[src/sv/fdr_pkg.sv]
// Shared types and constants for the Fresnel dielectric reflectance pipeline.
// Used by every module of the block; depends on nothing.
`default_nettype none

package fdr_pkg;

	// Fixed-point unity values and the rounding half
	localparam logic signed [15:0] ONE_Q14     = 16'sd16384;
	localparam logic [15:0]        ONE_Q15     = 16'd32768;
	localparam logic [30:0]        RATIO_ONE   = 31'h4000_0000;
	localparam logic [62:0]        ROUND_HALF  = 63'h0000_2000_0000_0000;

	// Configuration register indexes
	localparam int unsigned        CFG_IDX_W   = 8;
	localparam logic [CFG_IDX_W-1:0] REG_INDEX_INCIDENT    = 8'd0;
	localparam logic [CFG_IDX_W-1:0] REG_INDEX_TRANSMITTED = 8'd1;

	// Register reset values, Q3.12
	localparam logic [14:0]        INDEX_INC_RST = 15'd4096;
	localparam logic [14:0]        INDEX_TRN_RST = 15'd6144;

	// Pipeline step counts
	localparam int unsigned        CDIV_STEPS  = 29;
	localparam int unsigned        SQRT_STEPS  = 15;
	localparam int unsigned        RDIV_STEPS  = 31;

	// Side data carried with an item down the pipeline
	typedef struct packed {
		logic [14:0] ci;
		logic [14:0] ei;
		logic [14:0] et;
		logic        tir;
	} fdr_side_t;

endpackage

`default_nettype wire

[src/sv/fdr_cdiv.sv]
// Pipelined restoring divider for the transmitted cosine squared, one bit a stage.
// Depends on fdr_pkg.
`default_nettype none

module fdr_cdiv import fdr_pkg::*; (
	input  logic        clk,
	input  logic        arst_n,
	input  logic        adv,
	input  logic        in_v,
	input  logic [57:0] dvd,
	input  logic [29:0] dvs,
	input  fdr_side_t   in_side,
	output logic        out_v,
	output logic [28:0] cos2t,
	output fdr_side_t   out_side
);

	logic        v_s    [CDIV_STEPS];
	logic [29:0] rem_s  [CDIV_STEPS];
	logic [28:0] quo_s  [CDIV_STEPS];
	logic [27:0] low_s  [CDIV_STEPS];
	logic [29:0] dvs_s  [CDIV_STEPS];
	fdr_side_t   side_s [CDIV_STEPS];

	for (genvar k = 0; k < CDIV_STEPS; k++) begin : g_step
		logic [30:0] trial;
		logic [28:0] quo_in;
		logic [27:0] low_in;
		logic [29:0] dvs_in;
		fdr_side_t   side_in;
		logic        v_in;
		logic        ge;

		if (k == 0) begin : g_first
			assign trial   = {1'b0, dvd[57:28]};
			assign quo_in  = '0;
			assign low_in  = dvd[27:0];
			assign dvs_in  = dvs;
			assign side_in = in_side;
			assign v_in    = in_v;
		end else begin : g_next
			assign trial   = {rem_s[k-1], low_s[k-1][27]};
			assign quo_in  = quo_s[k-1];
			assign low_in  = {low_s[k-1][26:0], 1'b0};
			assign dvs_in  = dvs_s[k-1];
			assign side_in = side_s[k-1];
			assign v_in    = v_s[k-1];
		end

		assign ge = trial >= {1'b0, dvs_in};

		// Advance valid bit
		always_ff @(posedge clk or negedge arst_n) begin
			if (!arst_n) begin
				v_s[k] <= 1'b0;
			end else if (adv) begin
				v_s[k] <= v_in;
			end
		end

		// Subtract when the trial remainder fits
		always_ff @(posedge clk) begin
			if (adv) begin
				rem_s[k]  <= ge ? 30'(trial - {1'b0, dvs_in}) : trial[29:0];
				quo_s[k]  <= {quo_in[27:0], ge};
				low_s[k]  <= low_in;
				dvs_s[k]  <= dvs_in;
				side_s[k] <= side_in;
			end
		end
	end

	assign out_v    = v_s[CDIV_STEPS-1];
	assign cos2t    = quo_s[CDIV_STEPS-1];
	assign out_side = side_s[CDIV_STEPS-1];

endmodule

`default_nettype wire

[config.mk]
export PLATFORM = sky130hd
export DESIGN_NAME = fdr_cdiv
export DESIGN_NICKNAME = d
export VERILOG_FILES = /design/src/sv/fdr_pkg.sv /design/src/sv/fdr_cdiv.sv
export SDC_FILE = /design/constraint.sdc
export NUM_CORES = 2
export LEC_CHECK = 0
export BUFFER_PORTS_ARGS = -buffer_cell sky130_fd_sc_hd__buf_2
export CAP_MARGIN = 20
export CELL_PAD_IN_SITES_DETAIL_PLACEMENT = 0
export CELL_PAD_IN_SITES_GLOBAL_PLACEMENT = 2
export CORE_UTILIZATION = 50
export CTS_BUF_LIST = sky130_fd_sc_hd__clkbuf_16
export CTS_CLUSTER_DIAMETER = 40
export DETAILED_ROUTE_END_ITERATION = 16
export PLACE_DENSITY_LB_ADDON = 0.1
export SYNTH_ARGS = -nofsm -noshare
export SYNTH_HDL_FRONTEND = slang
export SYNTH_MEMORY_MAX_BITS = 65536
export SYNTH_SLANG_ARGS = --single-unit
[constraint.sdc]
create_clock -name clk -period 7.5 [get_ports clk]
set_input_delay 2.25 -clock clk [delete_from_list [all_inputs] [get_ports clk]]
set_output_delay 2.25 -clock clk [all_outputs]
set_load 0.02 [all_outputs]
After elaboration in Yosys (flattened, before gate mapping)
Memory sizes are Yosys's and may differ from the RTL's.
Cells that the tools add are included.
{"block": "totals", "reg_bits": 29, "ram_bits": 4727, "inputBits": 138, "output_inout_bits": 76, "wordCells": 123, "memories": 5}
{"name": "side_s", "depth": 29, "width": 46, "rd": 29, "rd_ports_with_merged_regs": 0, "write_ports": 29, "line_no": "fdr_cdiv.sv:23", "text": "fdr_side_t side_s [CDIV_STEPS];"}
{"name": "dvs_s", "depth": 29, "width": 30, "rd": 28, "rd_ports_with_merged_regs": 0, "write_ports": 29, "line_no": "fdr_cdiv.sv:22", "text": "logic [29:0] dvs_s [CDIV_STEPS];"}
{"name": "rem_s", "depth": 29, "width": 30, "rd": 28, "rd_ports_with_merged_regs": 0, "write_ports": 29, "line_no": "fdr_cdiv.sv:19", "text": "logic [29:0] rem_s [CDIV_STEPS];"}
{"name": "quo_s", "depth": 29, "width": 29, "rd": 29, "rd_ports_with_merged_regs": 0, "write_ports": 29, "line_no": "fdr_cdiv.sv:20", "text": "logic [28:0] quo_s [CDIV_STEPS];"}
{"name": "low_s", "depth": 29, "width": 28, "rd": 28, "rd_ports_with_merged_regs": 0, "write_ports": 29, "line_no": "fdr_cdiv.sv:21", "text": "logic [27:0] low_s [CDIV_STEPS];"}
{"block": "op_classes", "add_sub_neg": 29, "magnitude_cmp": 29, "n_mux": 31}
{"cell": "$mux W30", "count": 29}
{"cell": "$sub A30 B30 Y30", "count": 29}
{"cell": "$ge A31 B30 Y1", "count": 28}
{"cell": "$ge A30 B30 Y1", "count": 1}
{"cell": "$mux W1", "count": 2}

Longest topological paths before layout
An unclocked memory read counts as a cell.
{"block": "logic_depth", "word_depth": 3, "ltp_mapped": 16, "depth_no_buf": 16}

Least setup slack after synthesis
No wires, ideal clock.
{"block": "synth_path", "path_kind": "input port to flip-flop", "from": "input port dvs[18]", "to": "memory rem_s[0][16], data pin", "setup_time_ns": 0.262, "arrival_time_ns": 4.770, "setup_slack_ns": 2.468, "stages": 13, "n_path_buf": 1, "cell_sequence": "inv_1 ha_1 a21o_1 a21o_1 a21o_1 a2111oi_0 o311ai_1 a311oi_2 nor2_1 nor2_1 inv_2 buf_2 mux2_1"}
{"item": "start: declaration", "line_no": "fdr_cdiv.sv:11", "text": "input logic [29:0] dvs,"}
{"item": "end: declaration", "line_no": "fdr_cdiv.sv:19"}

==> summary.md <==
| Metric | Value |
|---|---|
| Clk sinks | 3884 |
| Total core area | 0.3433 sq mm |
| Drc violations | 0 |
| Period utilization | 0.6798 |
| Busiest grt layer | met2 |
| Max_cap viols | 0 |
| Final Hold Viols | 0 |
| Wire length per cell | 20.06 microns |
| Synth top area share | 0.6704 |
| Remaining Overflow, GRT | 0 |
| Fin. max-slew vios | 0 |
| Met2 Usage GRT | 0.3526 |
| HP Class | reg2reg |
| Worst vdd ir | 0.2525 mV |
| Tot GR Track Use | 0.2048 |
| DRT Pass-1 Iters | 8 |
| TNS Setup | 0 ns |
| Chip Height | 589.7 microns |
| Mapped Cells | 12315 |
| Number of global-route vias before repair | 97799 |
| Layout cell share with drive strength beyond 1 | 0.1122 |
| Achievable frequency | 196.1 MHz |
| Unrepaired setup endpoints after global routing | no |
| CTS max path bufs | 4 |
| Post-CTS setup repair buffer count | 0 |
| Syn_nets | 13351 |
| CTS Buf Count | 558 |
| Fill count | 27107 |
| Clock latency on the worst-skew pair | 1.00 ns |
| Pwr Density | 431.2 mW/mm^2 |
| Startpoint class of the critical path | input pin |
| CTS HTree Levels | 6 |
| Largest net degree at the start of global routing | 167 |
| Total die area | 0.3477 sq mm |
| CP max FO | 42 |
| Min Clock Period, post-route | 5.099 ns |
| Skew final | 0.04734 ns |
| Initial antenna violation count | 12 |
| Post_cts resized | 0 |
| Clock transition at path regs | 0.06 ns |
| Synth Area per Inst | 14.02 sq um |
| Synth-to-Final Area Change | 14.80% |
| Cts hold-fix bufs | 0 |
| Detail Route Antenna Nets | 0 |
| Post-placement cell count | 16921 |
| CTS tree | done |
| Overall power | 85.49 mW |
| Worst EP required | 8.23 ns |
| Rows | 215 |
| Synth area leaders | edfxtp_1, ha_1, inv_1 |
| CTS Root Cell | clkbuf_16 |
| IO Port Bufs | 213 |
| Final Util | 0.5775 |
| Crit path arrival time | 5.83 ns |
| Register bit total from synthesis | 3884 |
| DR vias/cell | 5.458 |
| Worst Tran Pin Value | 1.106 ns |
| Setup crit end kind | flip-flop |
| Critical path type | in2reg |
| Netlist Area Pre-Place | 0.1727 sq mm |
| Post-synth EDFFs | 3855 |
| Leakage power | 77.88 nW |
| Status | finished clean |
| Rel. slew slack | 0.2628 |
| Top cell type by total area after synthesis | edfxtp_1 |
| RePlAce Congestion | 0.8757 |
| DRT iter0 DRCs | 7132 |
| Final setup viols | 0 |
| Met3 Use GR | 0.02686 |
| Total vias in the final route | 97919 |
| Post-synth cell types | 95 |
| Post-synthesis sequential area ratio | 0.6746 |
| Async SR Flop Fraction | 0.007467 |
| Hpwl dp | 255.9 mm |
| Synth Warn # | 0 |
| Die W | 589.7 microns |
| Fin nets | 13960 |
| Top FF cell, synth | edfxtp_1 |
| Final WL | 359.8 mm |
| I/O Pins | 214 |
| Initial core utilization | 0.5031 |
| GR Util met1 | 0.2716 |
| Non-Filler Instances | 17942 |
| First-pass GRT wire length | 559.4 mm |
-- layer usage --
layer | up-vias | share of wire | wire length [microns]
met4 | 0 | 0.027 | 9790
met5 | - | 0 | 0
met3 | 657 | 0.040 | 14430
li1 | 47568 | - | -
met1 | 47680 | 0.44 | 157600
met2 | 2014 | 0.49 | 178100
-- sequential cells by signal, summed over array words and instances, names as in the netlist --
register and count:
rem_s 840, low_s 406, side_s 1334, quo_s 435, dvs_s 840, g_step.v_in 28
out_v 1
-- where the power goes --
group          internal, mW  switching [mW]
Sequential             29.4            2.29
Clock                  15.8            9.89
Combinational          11.8            16.4
-- cell type report --
type                       count  area, sq um  share of cell area
clock inverter               448         4467             0.02253
timing repair buffer         306         2130             0.01074
antenna                        3        7.507          0.00003787
sequential                  3884       116500              0.5876
clock buffer                 570        14260             0.07195
inverter                    1124         4219             0.02128
tap                         4557         5702             0.02876
multi-input combinational   7050        50960              0.2571
-- placed cells by master, fill, tap and decap left out, types with 64 or more instances in the layout --
cell type / count
o21ai_0: 502
o31ai_1: 64
mux2_2: 148
nand4_1: 141
a31oi_1: 93
o21bai_1: 83
a21o_1: 475
edfxtp_1: 3855
o21a_1: 101
a211oi_1: 81
nand3_1: 184
mux2_1: 184
clkbuf_16: 570
nand2_1: 681
clkinv_1: 64
a21oi_1: 811
buf_2: 212
xnor2_1: 398
inv_1: 1167
inv_6: 68
nand2b_1: 83
clkinv_2: 75
o21ai_1: 132
nor2_1: 571
xor2_1: 301
nor3_1: 132
nor2b_1: 119
and3_1: 108
ha_1: 870
-- stage by stage --
stage	area, sq um	worst slack, ns	hold slack, ns
after floorplan	172700	2.468	0.4003
after global placement	179400	1.317	0.4001
after detailed placement	179500	1.428	0.4045
after CTS	198200	2.506	0.3861
after global routing	198200	2.121	0.3954
final	198200	2.401	0.3852
-- final timing paths --
kind                                   startpoint                           to  slack [ns]  depth (start not counted)
max                                        dvs[2]        rem_s[0][1]$_DFFE_PP_        2.40                         13
min                        quo_s[9][29]$_DFFE_PP_       quo_s[10][1]$_DFFE_PP_        0.39                          0
max in group asynchronous                  arst_n  g_step[20].v_in$_DFFE_PN0P_        5.82                          1
max reg2reg                dvs_s[0][31]$_DFFE_PP_       rem_s[0][73]$_DFFE_PP_        2.66                         13
min in group asynchronous                  arst_n  g_step[13].v_in$_DFFE_PN0P_        1.28                          1
min reg2reg                quo_s[9][29]$_DFFE_PP_       quo_s[10][1]$_DFFE_PP_        0.39                          0
-- synthesized netlist by cell type (29+ instances only) --
cell type	number
edfxtp_1	3855
inv_1	1114
ha_1	870
a21oi_1	813
nand2_1	682
nor2_1	571
o21ai_0	502
a21o_1	475
xnor2_1	398
xor2_1	301
mux2_1	184
nand3_1	184
clkbuf_1	166
mux2_2	148
nand4_1	141
o21ai_1	138
nor3_1	132
nor2b_1	119
and3_1	108
o21a_1	101
a31oi_1	93
nand2b_1	84
o21bai_1	83
a211oi_1	81
buf_2	68
o31ai_1	64
o211ai_1	50
nor4_1	41
a211o_1	36
mux2i_1	35
or3_1	35
or2_2	34
o2111ai_1	32
and2_1	31
a221oi_1	30
dfrtp_1	29
-- kinds of logic (layout without fill, tap and decap cells) --
group | count (synthesis) | after routing | synth area share
compound gates | 2783 | 2783 | 0.1034
xor+xnor | 699 | 699 | 0.03545
fa+ha+maj | 898 | 898 | 0.06628
buf+inv | 1381 | 2448 | 0.03090
flops | 3884 | 3884 | 0.6746
mux | 394 | 394 | 0.02603
other cells | 0 | 3 | 0
simple gates | 2276 | 2276 | 0.06334
-- worst max-delay path: stages --
cell and delay [ns]:
buf_2 0.09, inv_1 0.04, ha_1 0.45, a21o_1 0.17, a21oi_1 0.10, o21ai_0 0.34, nand3_1 0.18, o311ai_1 0.74
a311oi_2 0.26, nor2_1 0.14, nor2_1 0.07, inv_2 0.59, mux2_1 0.38
Power figures use the tool's default switching activity.
