`config.mk`:
```
export PLATFORM = sky130hd
export DESIGN_NAME = fdr_front
export DESIGN_NICKNAME = d
export VERILOG_FILES = /design/src/sv/fdr_pkg.sv /design/src/sv/fdr_front.sv
export SDC_FILE = /design/constraint.sdc
export NUM_CORES = 2
export LEC_CHECK = 0
export BUFFER_PORTS_ARGS = -buffer_cell sky130_fd_sc_hd__buf_2
export CORE_MARGIN = 2
export CORE_UTILIZATION = 45
export DETAILED_ROUTE_END_ITERATION = 12
export GPL_TIMING_DRIVEN = 0
export PLACE_DENSITY = 0.64
export SLEW_MARGIN = 10
export SYNTH_ARGS = -nofsm -noshare
export SYNTH_HDL_FRONTEND = slang
export SYNTH_SLANG_ARGS = --single-unit
```
`constraint.sdc`:
```
create_clock -name clk -period 10.6 [get_ports clk]
set_input_delay 1.06 -clock clk [delete_from_list [all_inputs] [get_ports clk]]
set_output_delay 1.06 -clock clk [all_outputs]
set_load 0.02 [all_outputs]
```
`src/sv/fdr_pkg.sv`:
```
// Shared types and constants for the Fresnel dielectric reflectance pipeline.
// Used by every module of the block; depends on nothing.
`default_nettype none

package fdr_pkg;

	// Fixed-point unity values and the rounding half
	localparam logic signed [15:0] ONE_Q14     = 16'sd16384;
	localparam logic [15:0]        ONE_Q15     = 16'd32768;
	localparam logic [30:0]        RATIO_ONE   = 31'h4000_0000;
	localparam logic [62:0]        ROUND_HALF  = 63'h0000_2000_0000_0000;

	// Configuration register indexes
	localparam int unsigned        CFG_IDX_W   = 8;
	localparam logic [CFG_IDX_W-1:0] REG_INDEX_INCIDENT    = 8'd0;
	localparam logic [CFG_IDX_W-1:0] REG_INDEX_TRANSMITTED = 8'd1;

	// Register reset values, Q3.12
	localparam logic [14:0]        INDEX_INC_RST = 15'd4096;
	localparam logic [14:0]        INDEX_TRN_RST = 15'd6144;

	// Pipeline step counts
	localparam int unsigned        CDIV_STEPS  = 29;
	localparam int unsigned        SQRT_STEPS  = 15;
	localparam int unsigned        RDIV_STEPS  = 31;

	// Side data carried with an item down the pipeline
	typedef struct packed {
		logic [14:0] ci;
		logic [14:0] ei;
		logic [14:0] et;
		logic        tir;
	} fdr_side_t;

endpackage

`default_nettype wire

```
`src/sv/fdr_front.sv`:
```
// Front end: clamp, index swap, squares and the total internal reflection test.
// Four register stages; depends on fdr_pkg.
`default_nettype none

module fdr_front import fdr_pkg::*; (
	input  logic              clk,
	input  logic              arst_n,
	input  logic              adv,
	input  logic              in_v,
	input  logic signed [15:0] cos_in,
	input  logic [14:0]       ei_cfg,
	input  logic [14:0]       et_cfg,
	output logic              out_v,
	output logic [57:0]       dvd,
	output logic [29:0]       dvs,
	output fdr_side_t         out_side
);

	logic signed [15:0] c_cl;
	logic [14:0] ci, eiz, etz, ei_sw, et_sw;
	logic        pos;

	logic        v_s1, v_s2, v_s3, v_s4;
	logic [14:0] ci_s1, ei_s1, et_s1;
	logic [29:0] ci2_s1, ei2_s1, et2_s1;
	logic [14:0] ci_s2, ei_s2, et_s2;
	logic [29:0] et2_s2;
	logic [44:0] plo_s2;
	logic [43:0] phi_s2;
	logic [14:0] ci_s3, ei_s3, et_s3;
	logic [29:0] et2_s3;
	logic [58:0] lhs_s3;
	logic [57:0] d_s4;
	logic [29:0] et2_s4;
	fdr_side_t   side_s4;
	logic [28:0] sin2i;
	logic [58:0] diff;

	// Clamp the cosine and swap indices when not entering
	always_comb begin
		if (cos_in > ONE_Q14) begin
			c_cl = ONE_Q14;
		end else if (cos_in < -ONE_Q14) begin
			c_cl = -ONE_Q14;
		end else begin
			c_cl = cos_in;
		end
		ci    = c_cl[15] ? 15'(-c_cl) : c_cl[14:0];
		pos   = !c_cl[15] && (c_cl != 16'sd0);
		eiz   = (ei_cfg == 15'd0) ? 15'd1 : ei_cfg;
		etz   = (et_cfg == 15'd0) ? 15'd1 : et_cfg;
		ei_sw = pos ? eiz : etz;
		et_sw = pos ? etz : eiz;
	end

	// Stage 2 inputs: sine squared
	assign sin2i = 29'(30'h1000_0000 - ci2_s1);

	// Stage 4 inputs: compare and difference
	assign diff = {1'b0, et2_s3, 28'd0} - lhs_s3;

	// Advance valid bits
	always_ff @(posedge clk or negedge arst_n) begin
		if (!arst_n) begin
			v_s1 <= 1'b0;
			v_s2 <= 1'b0;
			v_s3 <= 1'b0;
			v_s4 <= 1'b0;
		end else if (adv) begin
			v_s1 <= in_v;
			v_s2 <= v_s1;
			v_s3 <= v_s2;
			v_s4 <= v_s3;
		end
	end

	// Advance payload
	always_ff @(posedge clk) begin
		if (adv) begin
			ci_s1  <= ci;
			ei_s1  <= ei_sw;
			et_s1  <= et_sw;
			ci2_s1 <= {15'd0, ci} * {15'd0, ci};
			ei2_s1 <= {15'd0, ei_sw} * {15'd0, ei_sw};
			et2_s1 <= {15'd0, et_sw} * {15'd0, et_sw};

			ci_s2  <= ci_s1;
			ei_s2  <= ei_s1;
			et_s2  <= et_s1;
			et2_s2 <= et2_s1;
			plo_s2 <= 45'(ei2_s1) * 45'(sin2i[14:0]);
			phi_s2 <= 44'(ei2_s1) * 44'(sin2i[28:15]);

			ci_s3  <= ci_s2;
			ei_s3  <= ei_s2;
			et_s3  <= et_s2;
			et2_s3 <= et2_s2;
			lhs_s3 <= (59'(phi_s2) << 15) + 59'(plo_s2);

			d_s4         <= diff[57:0];
			et2_s4       <= et2_s3;
			side_s4.ci   <= ci_s3;
			side_s4.ei   <= ei_s3;
			side_s4.et   <= et_s3;
			side_s4.tir  <= diff[58] || (diff == 59'd0);
		end
	end

	assign out_v    = v_s4;
	assign dvd      = d_s4;
	assign dvs      = et2_s4;
	assign out_side = side_s4;

endmodule

`default_nettype wire

```
# --- Word level (Yosys, flattened, before mapping) ---
# Cells that the tools add are included.
op_classes:
  n_reduce_logical: 7
  muxes: 7
  addsub: 4
  multipliers: 5
  magnitude_cmp: 2
op_table:
  columns: ["operator", "count"]
  rows:
  - ["$mux 15", 5]
  - ["$mul 15x15->30", 2]
  - ["$add 59x45->59", 1]
  - ["$logic_not 59->1", 1]
  - ["$sub 58x59->59", 1]
  - ["$mul 30x15->45", 1]
  - ["$mul 30x14->44", 1]
  - ["$mux 16", 2]
  - ["$logic_not 15->1", 2]
  - ["$mul 15x15->29", 1]
  - ["$sub 29x29->29 const A", 1]
  - ["$gt 16x16->1 const B", 1]
  - ["$lt 16x15->1 const B", 1]
  - ["$reduce_bool 16->1", 1]
  - ["$neg 15->15", 1]
  - ["$logic_and 1x1->1", 1]
  - ["$logic_not 1->1", 1]
  - ["$logic_or 1x1->1", 1]
totals:
  output_inout_bits: 135
  reg_bits: 570
  word_cells: 52
  input_bits: 50

# --- Longest topological paths before layout ---
depth:
  word_depth: 7
  depth_mapped: 42
  depth_no_buf: 39

# --- Worst setup path after synthesis ---
# No wires, ideal clock.
synth_timing:
  path_kind: "input-to-reg"
  startpoint: "input cos_in[2]"
  endpoint: "register ei2_s1[28] (data pin)"
  path_stages: 40
  t_arrival_ps: 10513
  setup_time_ps: 268
  slack_ps: -181
  path_cell_list: "nor4_1 > nand2_1 > or3_1 > o41ai_1 > and2_1 > buf_1 > nand2_1 > clkbuf_1 > ha_1 > nand2_1 > nor3_1 > nor2_1 > buf_1 > mux2i_1 > clkinv_1 > nand2_1 > inv_1 > fa_1 > [... 4 more ...] > fa_1 > fa_1 > inv_1 > fa_1 > inv_1 > ha_1 > a21o_1 > a21oi_1 > nor2b_1 > o21a_1 > nor2_1 > o22ai_1 > a21oi_1 > a21oi_1 > a41o_1 > or4_1 > o311ai_0 > xnor2_1"
synth_via:
  elab_chain_len: 7
  word_cells_on_any_way: 9
  cone_classes: "1 x mul; 2 x order compare; 3 x mux; 3 x reduce/logical"
synth_lines:
  columns: ["item", "line", "rtl"]
  rows:
  - ["start: declaration", "fdr_front.sv:10", "input logic signed [15:0] cos_in,"]
  - ["$lt 16x15->1", "fdr_front.sv:43", "end else if (cos_in < -ONE_Q14) begin"]
  - ["$mux 16", "fdr_front.sv:43", null]
  - ["$mux 16 (*)", "fdr_front.sv:41", "if (cos_in > ONE_Q14) begin"]
  - ["$reduce_bool 16->1 / $logic_not 1->1 (equally long branches)", "fdr_front.sv:49", "pos = !c_cl[15] && (c_cl != 16'sd0);"]
  - ["$logic_and 1x1->1 (*)", "fdr_front.sv:49", null]
  - ["$mux 15 (*)", "fdr_front.sv:52", "ei_sw = pos ? eiz : etz;"]
  - ["$mul 15x15->30 (*)", "fdr_front.sv:84", "ei2_s1 <= {15'd0, ei_sw} * {15'd0, ei_sw};"]
  - ["end signal: assignment", "fdr_front.sv:84", null]
  - ["end: declaration", "fdr_front.sv:25", "logic [29:0] ci2_s1, ei2_s1, et2_s1;"]
# Every way passes the cells marked *; elsewhere a longest branch is shown, timed or not.
# A chain may end at the register's enable or synchronous reset.

==> reports/qor.csv <==
stage;metric;value;unit
run_status;status;complete, no violations;
setup_path;arrival;10.74;ns
synth;ys_ff_latch;558;
die;initial_core_util;45.1;%
clocking;hold_buffers;0;
synth;synth_edf_count;554;
global_route;grt_pass1_wl;272;mm
synth;yosysUniqueCellTypes;81;
finish;final_cell_area;73000;um^2
die;die_area;151000;um^2
clocking;clk_pin_slew_worst_paths;0.06;ns
setup_path;worst-setup-path-type;register to register;
detailed_routing;drc_errors;0;
synth;synth.area.top_cells;fa_1 (33%), edfxtp_1 (25%), ha_1 (10%);
placed_design;place_hpwl;137;mm
detailed_routing;wl_per_cell;19.6;um
placed_design;dp.cells;8591;
sta;grt_setup_unrepaired;yes;
global_route;grtUsageTotal;23.4;%
synth;synthesis.area;66500;um^2
finish;syn_to_final_growth;9.79;%
die;io_pins;185;
global_route;grt_overflow;0;
placed_design;port_buffers;182;
setup_path;endpoint_kind;register;
sta;post-route-period-util;97.5;%
flow_run;drv_cap;0;
setup_path;crit_path_start_kind;register;
detailed_routing;vias_per_cell;5.25;
finish;final_nets;8431;
finish;instances_no_fill;8730;
synth;synth_flop_cell;edfxtp_1;
setup_path;crit_path_max_fanout;10;
sta;max_clock_freq;96.7;MHz
detailed_routing;dr_total_vias;45817;
die;die_x;388;um
synth;synth_cells;6441;
detailed_routing;drt-pass1-iter-count;5;
sta;maxSlewHeadroom;28.9;%
detailed_routing;drtIter0Drc;3146;
detailed_routing;drt_wl_total;171;mm
sta;slew_viol_final;0;
setup_path;cp_common_cell;fa_1;
setup_path;slowest_stage;clkbuf_1;
clocking;insertion_delay;0.69;ns
synth;async_flop_share;0.717;%
min_path;hold_path_class;input pin to async pin;
global_route;antenna_found_initial;26;
placed_design;place_area;70100;um^2
setup_path;critPathRequiredTime;11.00;ns
sta;period_minus_slack;10.34;ns
die;die_h;388;um
synth;ys_seq_area_share;25.2;%
global_route;grt_max_degree;124;
synth;netlist_top_cells_count;inv_1 (1352), fa_1 (1096), nand2_1 (746);
synth;yosysTopAreaCellShare;33.0;%
synth;synth.most_common_cell;inv_1;
sta;worst_pin_slew;1.07;ns
sta;skew;0.0336;ns
detailed_routing;ant_nets;0;
die;rows;141;
clocking;cts_sinks;558;
global_route;grt_pass1_vias;49189;
clocking;cts_buffer_depth;3;
sta;finalHoldViolCount;0;
setup_path;crit_buf_inv;4;
clocking;cts_tree;yes;
clocking;cts_made_buffers;67;
synth;syn_area_per_cell;10.3;um^2
clocking;cts-htree-levels;3;
placed_design;gp_congestion;0.956;
synth;yosys.area.top_type;fa_1;
die;core;147000;um^2
synth;synth_warnings;0;
clocking;cts-root-buf;clkbuf_16;
finish;drive_gt1_share;6.82;%
setup_path;crit_family;adder cells;
finish;fill_cells;13432;
setup_path;crit_path_max_incr_delay;0.81;ns
sta;finalSetupViolCount;0;
layer usage:
| layer | vias to the layer above | track usage [%] | part of all wire [%] | routed length (um) |
|---|---|---|---|---|
| met5 | - | 0 | 0.12 | 202 |
| met4 | 28 | 10.5 | 4.8 | 8160 |
| met3 | 414 | 4.61 | 7.2 | 12300 |
| met2 | 1435 | 38.0 | 46 | 79100 |
| met1 | 23221 | 30.4 | 42 | 70900 |
| li1 | 20719 | - | - | - |
cells by family (layout without fill, tap and decap cells):
family,after synthesis,after routing,share of synthesized area (%)
DFF,558,558,25.2
other,2,40,0.0113
AOI/OAI and AO/OA,570,570,5.55
adders and majority gates,1642,1642,43.3
buffers and inverters,1591,1912,9.01
xor gates and xnor gates,292,292,3.86
muxes,41,41,0.651
and+or+nand+nor,1745,1745,12.5
through the flow:
step / setup TNS [ns] / worst slack, ns / utilization, % / hold slack [ns]
after global routing: -0.0326 / -0.0326 / 49.6 / 0.142
after CTS: -0.0135 / -0.0135 / 49.4 / 0.121
final: 0 / 0.263 / 49.6 / 0.175
after detailed placement: -100.37 / -2.92 / 47.6 / 0.405
after global placement: -144.39 / -3.30 / 47.5 / 0.400
after floorplan: 0 / 0.158 / - / 0.400
timing repair:
item,4_1_cts,5_1_grt
setup buffers,8,9
pin swaps,1,2
endpoints found under the setup margin,69,30
resized for setup,84,82
cell type report:
cell class                 instances  area (um^2)  area share (%)
inverter                        1366         5150            7.05
sequential                       558        16700            22.9
clock buffer                      76         1750            2.40
tap                             1930         2410            3.31
multi-input combinational       4323        44200            60.6
antenna                            7         17.5          0.0240
clock inverter                    47          543           0.744
buffer                           217          950            1.30
timing repair buffer             206         1230            1.69
final timing paths:
kind,endpoint,cells after the start,slack (ns),startpoint
max in group asynchronous,out_v,1,10.31,arst_n
min in group clk,et2_s3[8],0,0.41,et2_s2[8]
hold reg to reg,et2_s3[8],0,0.41,et2_s2[8]
hold / removal,v_s1,1,0.17,arst_n
setup reg to reg,plo_s2[41],29,0.26,ci_s1[0]
setup / recovery,plo_s2[41],29,0.26,ci_s1[0]
cells in the final DEF (no fill, tap or decap), types with 9 or more instances in the layout:
cell and n:
buf_4 21, nor2_1 286, clkinv_1 15, or3_1 29, a211oi_1 13, xnor2_1 205, and3_1 30, clkbuf_2 22
conb_1 33, clkbuf_4 10, inv_1 1350, nor3_1 59, ha_1 545, nor4_1 23, edfxtp_1 554, o211ai_1 9
fa_1 1096, clkinv_2 20, nand2b_1 36, o21a_1 32, a21o_1 96, nor2b_1 24, mux2i_4 12, o21bai_1 33
o31ai_1 11, mux2_2 15, a21oi_1 174, nand2_1 745, clkbuf_1 176, a41oi_1 9, buf_2 183, a31oi_1 21
xor2_1 81, clkbuf_16 69, nand3_1 56, and2_1 371, nand4_1 16, or2_2 16, o21ai_0 87
state kept, by name, indices dropped and copies added, names as in the netlist, 27 cells and up:
register / count
et2_s3: 28
lhs_s3: 59
dvs: 29
out_side: 45
et2_s2: 28
phi_s2: 44
plo_s2: 45
dvd: 58
et2_s1: 28
ei2_s1: 28
ci2_s1: 27
Power is not shown: default switching activity piles up to over one toggle a cycle in this logic, so the estimate is an artifact.
