## config.mk

```make
export PLATFORM = sky130hd
export DESIGN_NAME = fdr_sqrt
export DESIGN_NICKNAME = d
export VERILOG_FILES = /design/src/sv/fdr_pkg.sv /design/src/sv/fdr_sqrt.sv
export SDC_FILE = /design/constraint.sdc
export NUM_CORES = 1
export LEC_CHECK = 0
export BUFFER_PORTS_ARGS = -buffer_cell sky130_fd_sc_hd__buf_2
export CORE_MARGIN = 8
export CORE_UTILIZATION = 60
export CTS_BUF_LIST = sky130_fd_sc_hd__clkbuf_16
export CTS_CLUSTER_SIZE = 16
export DETAILED_ROUTE_END_ITERATION = 8
export PLACE_DENSITY = 0.85
export SETUP_SLACK_MARGIN = 0.05
export SLEW_MARGIN = 20
export SYNTH_ARGS = -nofsm -noshare
export SYNTH_HDL_FRONTEND = slang
export SYNTH_SLANG_ARGS = --single-unit
```

## constraint.sdc

```tcl
create_clock -name clk -period 4.4 [get_ports clk]
set_input_delay 0.22 -clock clk [delete_from_list [all_inputs] [get_ports clk]]
set_output_delay 0.22 -clock clk [all_outputs]
set_load 0.005 [all_outputs]
```

## src/sv/fdr_pkg.sv

```systemverilog
// Shared types and constants for the Fresnel dielectric reflectance pipeline.
// Used by every module of the block; depends on nothing.
`default_nettype none

package fdr_pkg;

	// Fixed-point unity values and the rounding half
	localparam logic signed [15:0] ONE_Q14     = 16'sd16384;
	localparam logic [15:0]        ONE_Q15     = 16'd32768;
	localparam logic [30:0]        RATIO_ONE   = 31'h4000_0000;
	localparam logic [62:0]        ROUND_HALF  = 63'h0000_2000_0000_0000;

	// Configuration register indexes
	localparam int unsigned        CFG_IDX_W   = 8;
	localparam logic [CFG_IDX_W-1:0] REG_INDEX_INCIDENT    = 8'd0;
	localparam logic [CFG_IDX_W-1:0] REG_INDEX_TRANSMITTED = 8'd1;

	// Register reset values, Q3.12
	localparam logic [14:0]        INDEX_INC_RST = 15'd4096;
	localparam logic [14:0]        INDEX_TRN_RST = 15'd6144;

	// Pipeline step counts
	localparam int unsigned        CDIV_STEPS  = 29;
	localparam int unsigned        SQRT_STEPS  = 15;
	localparam int unsigned        RDIV_STEPS  = 31;

	// Side data carried with an item down the pipeline
	typedef struct packed {
		logic [14:0] ci;
		logic [14:0] ei;
		logic [14:0] et;
		logic        tir;
	} fdr_side_t;

endpackage

`default_nettype wire

```

## src/sv/fdr_sqrt.sv

```systemverilog
// Pipelined integer square root of the transmitted cosine squared, one root bit a stage.
// Depends on fdr_pkg.
`default_nettype none

module fdr_sqrt import fdr_pkg::*; (
	input  logic        clk,
	input  logic        arst_n,
	input  logic        adv,
	input  logic        in_v,
	input  logic [28:0] cos2t,
	input  fdr_side_t   in_side,
	output logic        out_v,
	output logic [14:0] ct,
	output fdr_side_t   out_side
);

	logic        v_s    [SQRT_STEPS];
	logic [28:0] val_s  [SQRT_STEPS];
	logic [29:0] res_s  [SQRT_STEPS];
	fdr_side_t   side_s [SQRT_STEPS];

	for (genvar k = 0; k < SQRT_STEPS; k++) begin : g_step
		localparam logic [29:0] BitK = 30'd1 << (28 - 2 * k);
		logic [28:0] val_in;
		logic [29:0] res_in;
		fdr_side_t   side_in;
		logic        v_in;
		logic [30:0] sum;
		logic        ge;

		if (k == 0) begin : g_first
			assign val_in  = cos2t;
			assign res_in  = '0;
			assign side_in = in_side;
			assign v_in    = in_v;
		end else begin : g_next
			assign val_in  = val_s[k-1];
			assign res_in  = res_s[k-1];
			assign side_in = side_s[k-1];
			assign v_in    = v_s[k-1];
		end

		assign sum = {1'b0, res_in} + {1'b0, BitK};
		assign ge  = {2'b0, val_in} >= sum;

		// Advance valid bit
		always_ff @(posedge clk or negedge arst_n) begin
			if (!arst_n) begin
				v_s[k] <= 1'b0;
			end else if (adv) begin
				v_s[k] <= v_in;
			end
		end

		// Take the trial bit when it fits under the remainder
		always_ff @(posedge clk) begin
			if (adv) begin
				val_s[k]  <= ge ? 29'({2'b0, val_in} - sum) : val_in;
				res_s[k]  <= ge ? ((res_in >> 1) + BitK) : (res_in >> 1);
				side_s[k] <= side_in;
			end
		end
	end

	assign out_v    = v_s[SQRT_STEPS-1];
	assign ct       = res_s[SQRT_STEPS-1][14:0];
	assign out_side = side_s[SQRT_STEPS-1];

endmodule

`default_nettype wire

```

Word level (Yosys, flattened, before mapping)
Memory sizes are Yosys's and may differ from the RTL's. Cells that the tools add are included.

$lt $le $gt $ge: 15. Bitwise logic cells: 0. Shifts and indexed selects: 0. Reductions and logical operators: 0. Equal/unequal tests: 0. $mul: 0. Div/mod/pow operators: 0. $add $sub $neg: 43. Muxes and demuxes: 32.

Operators by type and width (count): 29-bit two-way mux (16); 29-bit by 31-bit >= comparator with 1-bit output (14); 30-bit two-way mux (14); 29-bit subtractor (14); 30-bit by 1-bit adder with 31-bit output (second input constant) (1); 30-bit by 11-bit adder with 31-bit output (second input constant) (1); 30-bit by 13-bit adder with 31-bit output (second input constant) (1); 30-bit by 15-bit adder with 31-bit output (second input constant) (1); 30-bit by 17-bit adder with 31-bit output (second input constant) (1); 30-bit by 19-bit adder with 31-bit output (second input constant) (1); 30-bit by 21-bit adder with 31-bit output (second input constant) (1); 30-bit by 23-bit adder with 31-bit output (second input constant) (1); 30-bit by 25-bit adder with 31-bit output (second input constant) (1); 30-bit by 27-bit adder with 31-bit output (second input constant) (1); 30-bit by 3-bit adder with 31-bit output (second input constant) (1); 30-bit by 5-bit adder with 31-bit output (second input constant) (1); 30-bit by 7-bit adder with 31-bit output (second input constant) (1); 30-bit by 9-bit adder with 31-bit output (second input constant) (1); 29-bit by 1-bit adder with 30-bit output (second input constant) (1); 29-bit by 11-bit adder with 30-bit output (second input constant) (1); 29-bit by 13-bit adder with 30-bit output (second input constant) (1); 29-bit by 15-bit adder with 30-bit output (second input constant) (1); 29-bit by 17-bit adder with 30-bit output (second input constant) (1); 29-bit by 19-bit adder with 30-bit output (second input constant) (1); other kinds (11) (12).

Flip-flop bits (word level): 15. Logic and storage cells: 108. Output and inout bits: 62. Memory bits (read-only): 0. Latch bits: 0. Input port bits: 79. RAM bits: 1575. Memories kept: 3.

Memory list: side_s (depth 15, width 46, read ports 15, clocked after memory_dff 0, write ports 15, line fdr_sqrt.sv:20) `fdr_side_t side_s [SQRT_STEPS];`; res_s (depth 15, width 30, read ports 15, clocked after memory_dff 0, write ports 15, line fdr_sqrt.sv:19) `logic [29:0] res_s [SQRT_STEPS];`; val_s (depth 15, width 29, read ports 14, clocked after memory_dff 0, write ports 15, line fdr_sqrt.sv:18) `logic [28:0] val_s [SQRT_STEPS];`.

Longest topological paths before layout
Gate-level depths: netlist (run 1). An unclocked memory read counts as a cell.

Word-level depth: 4. Gate-level depth with buffers: 10. Mapped depth without buffers: 9.

Least setup slack after synthesis (run 1)
OpenSTA, ideal clock, no wires.

Kind: register to register. From: memory val_s[9][13] (netlist: val_s[1][42]). To: memory val_s[10][25] (netlist: val_s[1][83]) (data pin). Path buffers: 0. Stages on the path, launching flop included: 9. Setup time: 258 ps. Arrival time: 2396 ps. Period minus slack after synthesis: 2654 ps. Slack: 1746 ps. Data required time: 4142 ps. Cell sequence: edfxtp_1 -> ha_1 -> a211oi_1 -> nor2_1 -> or2_2 -> a41oi_1 -> nand3b_1 -> or4b_1 -> xnor2_1.

RTL lines (line): start: declaration (fdr_sqrt.sv:18).

==> impl_metrics.yaml, run 1 <==
synthesis:
  syn_avg_cell_area_sq_um: 18.0
  syn_inst: 2552
  synth_top_family_by_area: "simple AND/OR/NAND/NOR gates"
  synth-compound-area-share_pct: 4.73
  synth_nets: 2762
  yosysTopAreaCell: "edfxtp_1"
  yosysWarnings: 0
  synthMuxAreaShare_pct: 1.42
  synth-xor-area-share_pct: 2.83
  synth_seq_cells: 1231
  yosysSeqAreaShare_pct: 80.4
  synth-main-ff-cell: "edfxtp_1"
  synth-simple-area-share_pct: 5.49
  syn_area_sq_mm: 0.0459
  synth.area.top_cells: "edfxtp_1, ha_1, xnor2_1"
  synth-edff-count: 1216
  synthAdderAreaFrac_pct: 3.57
  synth_top_area_share_pct: 79.6
  async_reset_ff_share_pct: 1.22
  yosysUniqueCellTypes: 84
setup_path:
  crit_chain: "ha_1 -> a21o_1 -> or3_1 -> o21ai_0 -> a22o_1 -> nand2_1 -> buf_4 -> o21a_1"
  arrival_ns: 3.69
  worstSetupPathType: "reg2reg"
  crit_path_top_delay_cell: "nand2_1"
  cp_num_buf_inv: 1
  cp_slowest_stage_delay_ns: 0.50
  startpoint_type: "flip-flop"
  path_delay_family: "compound AO/OA/AOI/OAI gates"
  cp_max_fo: 24
  crit_required_ns: 4.81
  cp-end-kind: "flip-flop"
clock_network:
  cts_inserted_buffers: 112
  cts_hold_buf: 78
  clk_pin_slew_ns: 0.06
  ctsHtreeMaxLevel: 3
  cts_tree: "done"
  clk_path_buf_depth: 3
  post_cts_buffers: 0
  cts-root-buf: "clkbuf_16"
  clk_latency_ns: 0.68
  clock-sinks: 1231
  post_cts_resized: 0
sta:
  maxSlewViolCount: 0
  setup_viol: 0
  fmax_mhz: 305
  grt_setup_unrepaired: "no"
  holdWs_ns: 0.188
  relSlewSlack_pct: 29.7
  finClkSkew_ns: 0.0391
  final_hold_viol_count: 0
  setup_ws_ns: 1.13
  finalCriticalPeriod_ns: 3.27
  tightest_slew_ns: 1.05
  post-route-period-util_pct: 74.4
  totalNegativeSetupSlack_ns: 0
final_layout:
  nets: 3101
  area_growth_pct: 14.9
  stdcell_area_sq_mm: 0.0527
  finalNonFillerCells: 3966
  drive_gt1_share_pct: 14.2
  final_cell_mix: "edfxtp_1, inv_1, buf_2, ha_1, clkbuf_16"
  layout_commonest_cell: "edfxtp_1"
power:
  power.leakage_nw: 19.3
  peakVddDrop_v: 0.000428
  powerDensity_mw_per_mm2: 524
placement:
  port_buffers: 140
  pre_cts_ws_ns: 1.20
  place_inst: 3677
  post-dp-hpwl_um: 44700
  gp_congestion: 0.951
  placed_area_sq_mm: 0.0480
route:
  drc: 0
  dr.pass1.iters: 5
  wire_per_inst_um: 18.5
  vias: 22100
  drt-initial-drc-count: 1177
  routed_via_density: 5.57
  routed_wl_um: 73400
  ant_nets: 0
die:
  initial_core_util_pct: 60.5
  die_h_um: 292
  ioPinCount: 141
  die_area_sq_mm: 0.0856
  rows: 101
  core_area_sq_mm: 0.0758
  die_x_um: 292
status:
  status: "completed"
grt:
  grt_max_degree: 117
  grt.total_usage_pct: 16.9
  antenna_found_initial: 1
  grt_pass1_wl_um: 117000
  gr-total-overflow: 0
  grt_pass1_vias: 23100
min_path:
  hold_class: "in2reg"
run:
  max-cap-violations: 0
## kinds of logic (layout without fill, tap and decap cells)
kind of cell / count (synthesis) / after routing
compound gates: 335 / 335
buf+inv: 182 / 617
other cells: 1 / 2
flops: 1231 / 1231
mux: 59 / 59
fa+ha+maj: 131 / 131
simple gates: 465 / 465
xor+xnor: 148 / 148
## sequential cells by signal, summed over array words and instances (netlist names)
register	count
side_s	690
val_s	406
res_s	120
g_step.v_in	14
out_v	1
## synth_stat cells, types with 15 or more instances
cell	number
a21o_1	33
a21oi_1	95
dfrtp_1	15
edfxtp_1	1216
ha_1	131
inv_1	159
mux2_2	47
nand2_1	77
nand2b_1	23
nand3_1	21
nand4_1	23
nor2_1	104
nor2b_1	16
nor3_1	55
nor4_1	45
o21a_1	40
o21ai_0	71
o31ai_1	17
or3_1	19
or4_1	18
xnor2_1	79
xor2_1	69
## worst paths after layout
| check | from | end | cells past startpoint | slack, ns |
|---|---|---|---|---|
| setup reg to reg | val_s[1][97] | val_s[1][123] | 8 | 1.13 |
| min in group asynchronous | arst_n | g_step[1].v_in | 3 | 0.63 |
| hold / removal | adv | side_s[0][155] | 1 | 0.19 |
| max in group asynchronous | arst_n | out_v | 3 | 3.37 |
| hold reg to reg | side_s[0][281] | side_s[0][327] | 0 | 0.41 |
| setup / recovery | val_s[1][97] | val_s[1][123] | 8 | 1.13 |
## metal layers
metal  vias up  GRT usage [%]  wire length (um)
met5         -              0                 0
met4         0           6.91              2530
met3       167           3.08              3220
met2       575           33.2             41100
met1     10800           17.6             26500
li1      10500              -                 -
## metrics by stage
| step | util (%) | power, mW |
|---|---|---|
| after detailed placement | 63.3 | 17.8 |
| after CTS | 69.5 | 27.8 |
| after floorplan | - | 16.8 |
| after global routing | 69.5 | 28.7 |
| final | 69.5 | 27.6 |
| after global placement | 63.3 | 17.5 |
## report_power, final
| part | leakage [nW] | internal, mW | switching (mW) |
|---|---|---|---|
| registers | 12.0 | 14.3 | 0.591 |
| logic | 5.38 | 1.24 | 1.55 |
| clock network | 1.91 | 5.80 | 4.17 |
| total | 19.3 | 21.3 | 6.31 |
## cell type report
cell class	instances	area (sq um)
Tap cell	978	1220
Fill cell	4671	23100
Inverter	160	601
Sequential cell	1231	36900
Clock buffer	114	2850
Timing Repair Buffer	247	1810
Clock inverter	96	1030
Antenna cell	1	2.50
Multi-Input combinational cell	1139	8280
(Power assumes the default switching activity.)
==> run 2, diff against run 1 <==
--- a/config.mk
+++ b/config.mk
@@ -5,6 +5,7 @@
 export SDC_FILE = /design/constraint.sdc
 export NUM_CORES = 1
 export LEC_CHECK = 0
+export ABC_AREA = 1
 export BUFFER_PORTS_ARGS = -buffer_cell sky130_fd_sc_hd__buf_2
 export CORE_MARGIN = 8
 export CORE_UTILIZATION = 60
==> constraint.sdc (replaced) <==
create_clock -name clk -period 3.3 [get_ports clk]
set_input_delay 0.165 -clock clk [delete_from_list [all_inputs] [get_ports clk]]
set_output_delay 0.165 -clock clk [all_outputs]
set_load 0.005 [all_outputs]
==> impl_metrics.yaml, run 2 <==
synthesis:
  synth-edff-count: 1216
  synth_seq_cells: 1231
  yosysMostFrequentCell: "edfxtp_1"
  async_reset_ff_share_pct: 1.22
  yosysWarnings: 0
  syn_avg_cell_area_sq_um: 12.7
  syn_area_sq_mm: 0.0500
  synth-main-ff-cell: "edfxtp_1"
  synthTopCellsByCount: "edfxtp_1, nand2_1, inv_1, nor2_1, nand3_1"
  syn_inst: 3953
  yosysTopAreaCell: "edfxtp_1"
  yosysUniqueCellTypes: 50
  synth_nets: 4163
  yosysSeqAreaShare_pct: 73.7
  synth_top_area_share_pct: 73.0
  synth.area.top_cells: "edfxtp_1, nand2_1, inv_1"
clock_network:
  cts_inserted_buffers: 114
  ctsHtreeMaxLevel: 3
  clk_path_buf_depth: 3
  post_cts_resized: 0
  cts-root-buf: "clkbuf_16"
  clk_latency_ns: 0.70
  cts_hold_buf: 78
  clk_pin_slew_ns: 0.07
  post_cts_buffers: 0
  clock-sinks: 1231
  cts_tree: "done"
final_layout:
  drive_gt1_share_pct: 10.8
  nets: 4509
  reg_top3: "side_s (690), val_s (406), res_s (120)"
  final_util_pct: 68.5
  antennaDiodeCount: 0
  layout_commonest_cell: "edfxtp_1"
  stdcell_area_sq_mm: 0.0570
  area_growth_pct: 13.8
  largest_reg_flops: 690
  top_register: "side_s"
  final_cell_mix: "edfxtp_1, nand2_1, inv_1, nor2_1, nand3_1"
sta:
  grt_setup_unrepaired: "no"
  setup_viol: 0
  fmax_mhz: 366
  finalCriticalPeriod_ns: 2.73
  post-route-period-util_pct: 82.7
  maxSlewViolCount: 0
  final_hold_viol_count: 0
  finClkSkew_ns: 0.0708
  relSlewSlack_pct: 44.5
  setup_ws_ns: 0.570
  totalNegativeSetupSlack_ns: 0
  tightest_slew_ns: 0.832
route:
  wl_met3_um: 5530
  wire_per_inst_um: 19.6
  dr_wl_met2_um: 58000
  highest_layer: "met5"
  vias: 29400
  wl_met1_um: 38800
  dr.pass1.iters: 6
  drc: 0
  ant_nets: 0
  drt-initial-drc-count: 2278
  routed_wl_um: 107000
  routed_via_density: 5.37
setup_path:
  crit_required_ns: 3.79
  worstSetupPathType: "reg2reg"
  crit_path_frequent_cell: "nand2_1"
  cp_slowest_stage_delay_ns: 0.63
  cp_max_fo: 23
  cp_num_buf_inv: 0
  crit_chain: "ha_1 -> o21ai_1 -> nand2_1 -> nand2_1 -> nand2_1 -> nand2_1 -> nand2_1 -> nor2_4 -> nand2_1 -> o21ai_2"
  cp-end-kind: "flip-flop"
  startpoint_type: "flip-flop"
  ff2ff_setup_slack_ns: 0.57
  crit_path_top_delay_cell: "nor2_4"
  reg2regPathDepth: 10
  rr_endpoint: "val_s[1][67]"
  r2r_start: "val_s[1][39]"
  path_delay_family: "simple AND/OR/NAND/NOR gates"
  arrival_ns: 3.22
die:
  die_x_um: 305
  initial_core_util_pct: 60.2
  ioPinCount: 141
  rows: 106
  die_h_um: 305
  core_area_sq_mm: 0.0832
  die_area_sq_mm: 0.0929
grt:
  grt.total_usage_pct: 22.9
  grt_pass1_wl_um: 165000
  antenna_found_initial: 1
  gr-total-overflow: 0
  grt_pass1_vias: 30200
  grt_max_degree: 107
placement:
  pre_cts_ws_ns: 0.803
  post-dp-hpwl_um: 68600
  port_buffers: 140
  placed_area_sq_mm: 0.0523
  gp_congestion: 0.937
run:
  max-cap-violations: 0
status:
  status: "completed"
power:
  peakVddDrop_v: 0.000606
  powerDensity_mw_per_mm2: 684
  power.leakage_nw: 23.1
min_path:
  holdPathStages: 1
  hold_class: "in2reg"
  hold_start: "adv"
  holdPathEnd: "val_s[0][188]"
## run 2: cell count changes after synthesis, moves of 31 or more
cell,delta
mux2_2,-46
nand4_1,+31
xnor2_1,-45
nor2_1,+229
nand3_1,+147
nor4_1,-36
o21a_1,-39
inv_1,+348
nand2_1,+973
nand2_2,+31
## run 2: cells by family (layout without fill, tap and decap cells)
group,count (synthesis),in the layout,synth area share (%)
buffers and inverters,549,991,4.34
XOR/XNOR,82,82,1.43
other,1,1,0.00749
adder cells (fa/ha/maj),131,131,3.27
multiplexers,1,1,0.0225
AO/OA/AOI/OAI,197,197,2.34
AND/OR/NAND/NOR,1761,1761,14.9
flip-flops,1231,1231,73.7
## run 2: layout make-up
cell class / instances / area, sq um
fill: 5559 / 26200
timing repair buffer: 256 / 1910
clock inverter: 98 / 996
tap: 1080 / 1350
multi-input combinational: 2173 / 11000
inverter: 523 / 1970
clock buffer: 114 / 2850
sequential: 1231 / 36900
## run 2: power breakdown
group	total, mW	switching [mW]	internal [mW]
clock network	13.4	5.88	7.52
logic	5.60	3.70	1.90
registers	19.9	0.950	19.0
total	38.9	10.5	28.4
## run 2: layer usage
metal	GRT usage, %	up-vias
met2	43.6	1112
met4	9.95	2
li1	-	14100
met5	0	-
met1	25.2	13900
met3	3.23	313
## run 2: metrics by stage
step                std cells  total power [mW]  hold slack, ns
global placement         5185              25.4          0.0739
detailed placement       5185              25.6          0.0863
finish                   5475              38.9          0.0242
CTS                      5475              39.0          0.0243
global route             5475              40.5          0.0388
floorplan                3953              23.6          -0.131
## run 2: worst register-to-register path, stage by stage (launching register included)
cell and delay (ns):
edfxtp_1 0.44, ha_1 0.42, o21ai_1 0.13, nand2_1 0.16
nand2_1 0.10, nand2_1 0.15, nand2_1 0.14, nand2_1 0.09
nor2_4 0.63, nand2_1 0.18, o21ai_2 0.11
## run 2: worst max path at each step
stage	startpoint	endpoint	slack, ns	cells past startpoint
2_1_floorplan	val_s[1][42]	val_s[1][69]	1.40	12
3_5_place_dp	val_s[1][126]	val_s[1][172]	0.80	10
3_3_place_gp	val_s[1][126]	val_s[1][169]	0.79	10
6_report	val_s[1][39]	val_s[1][67]	0.57	10
4_1_cts	val_s[1][39]	val_s[1][67]	0.60	10
5_1_grt	val_s[1][39]	val_s[1][67]	0.46	10
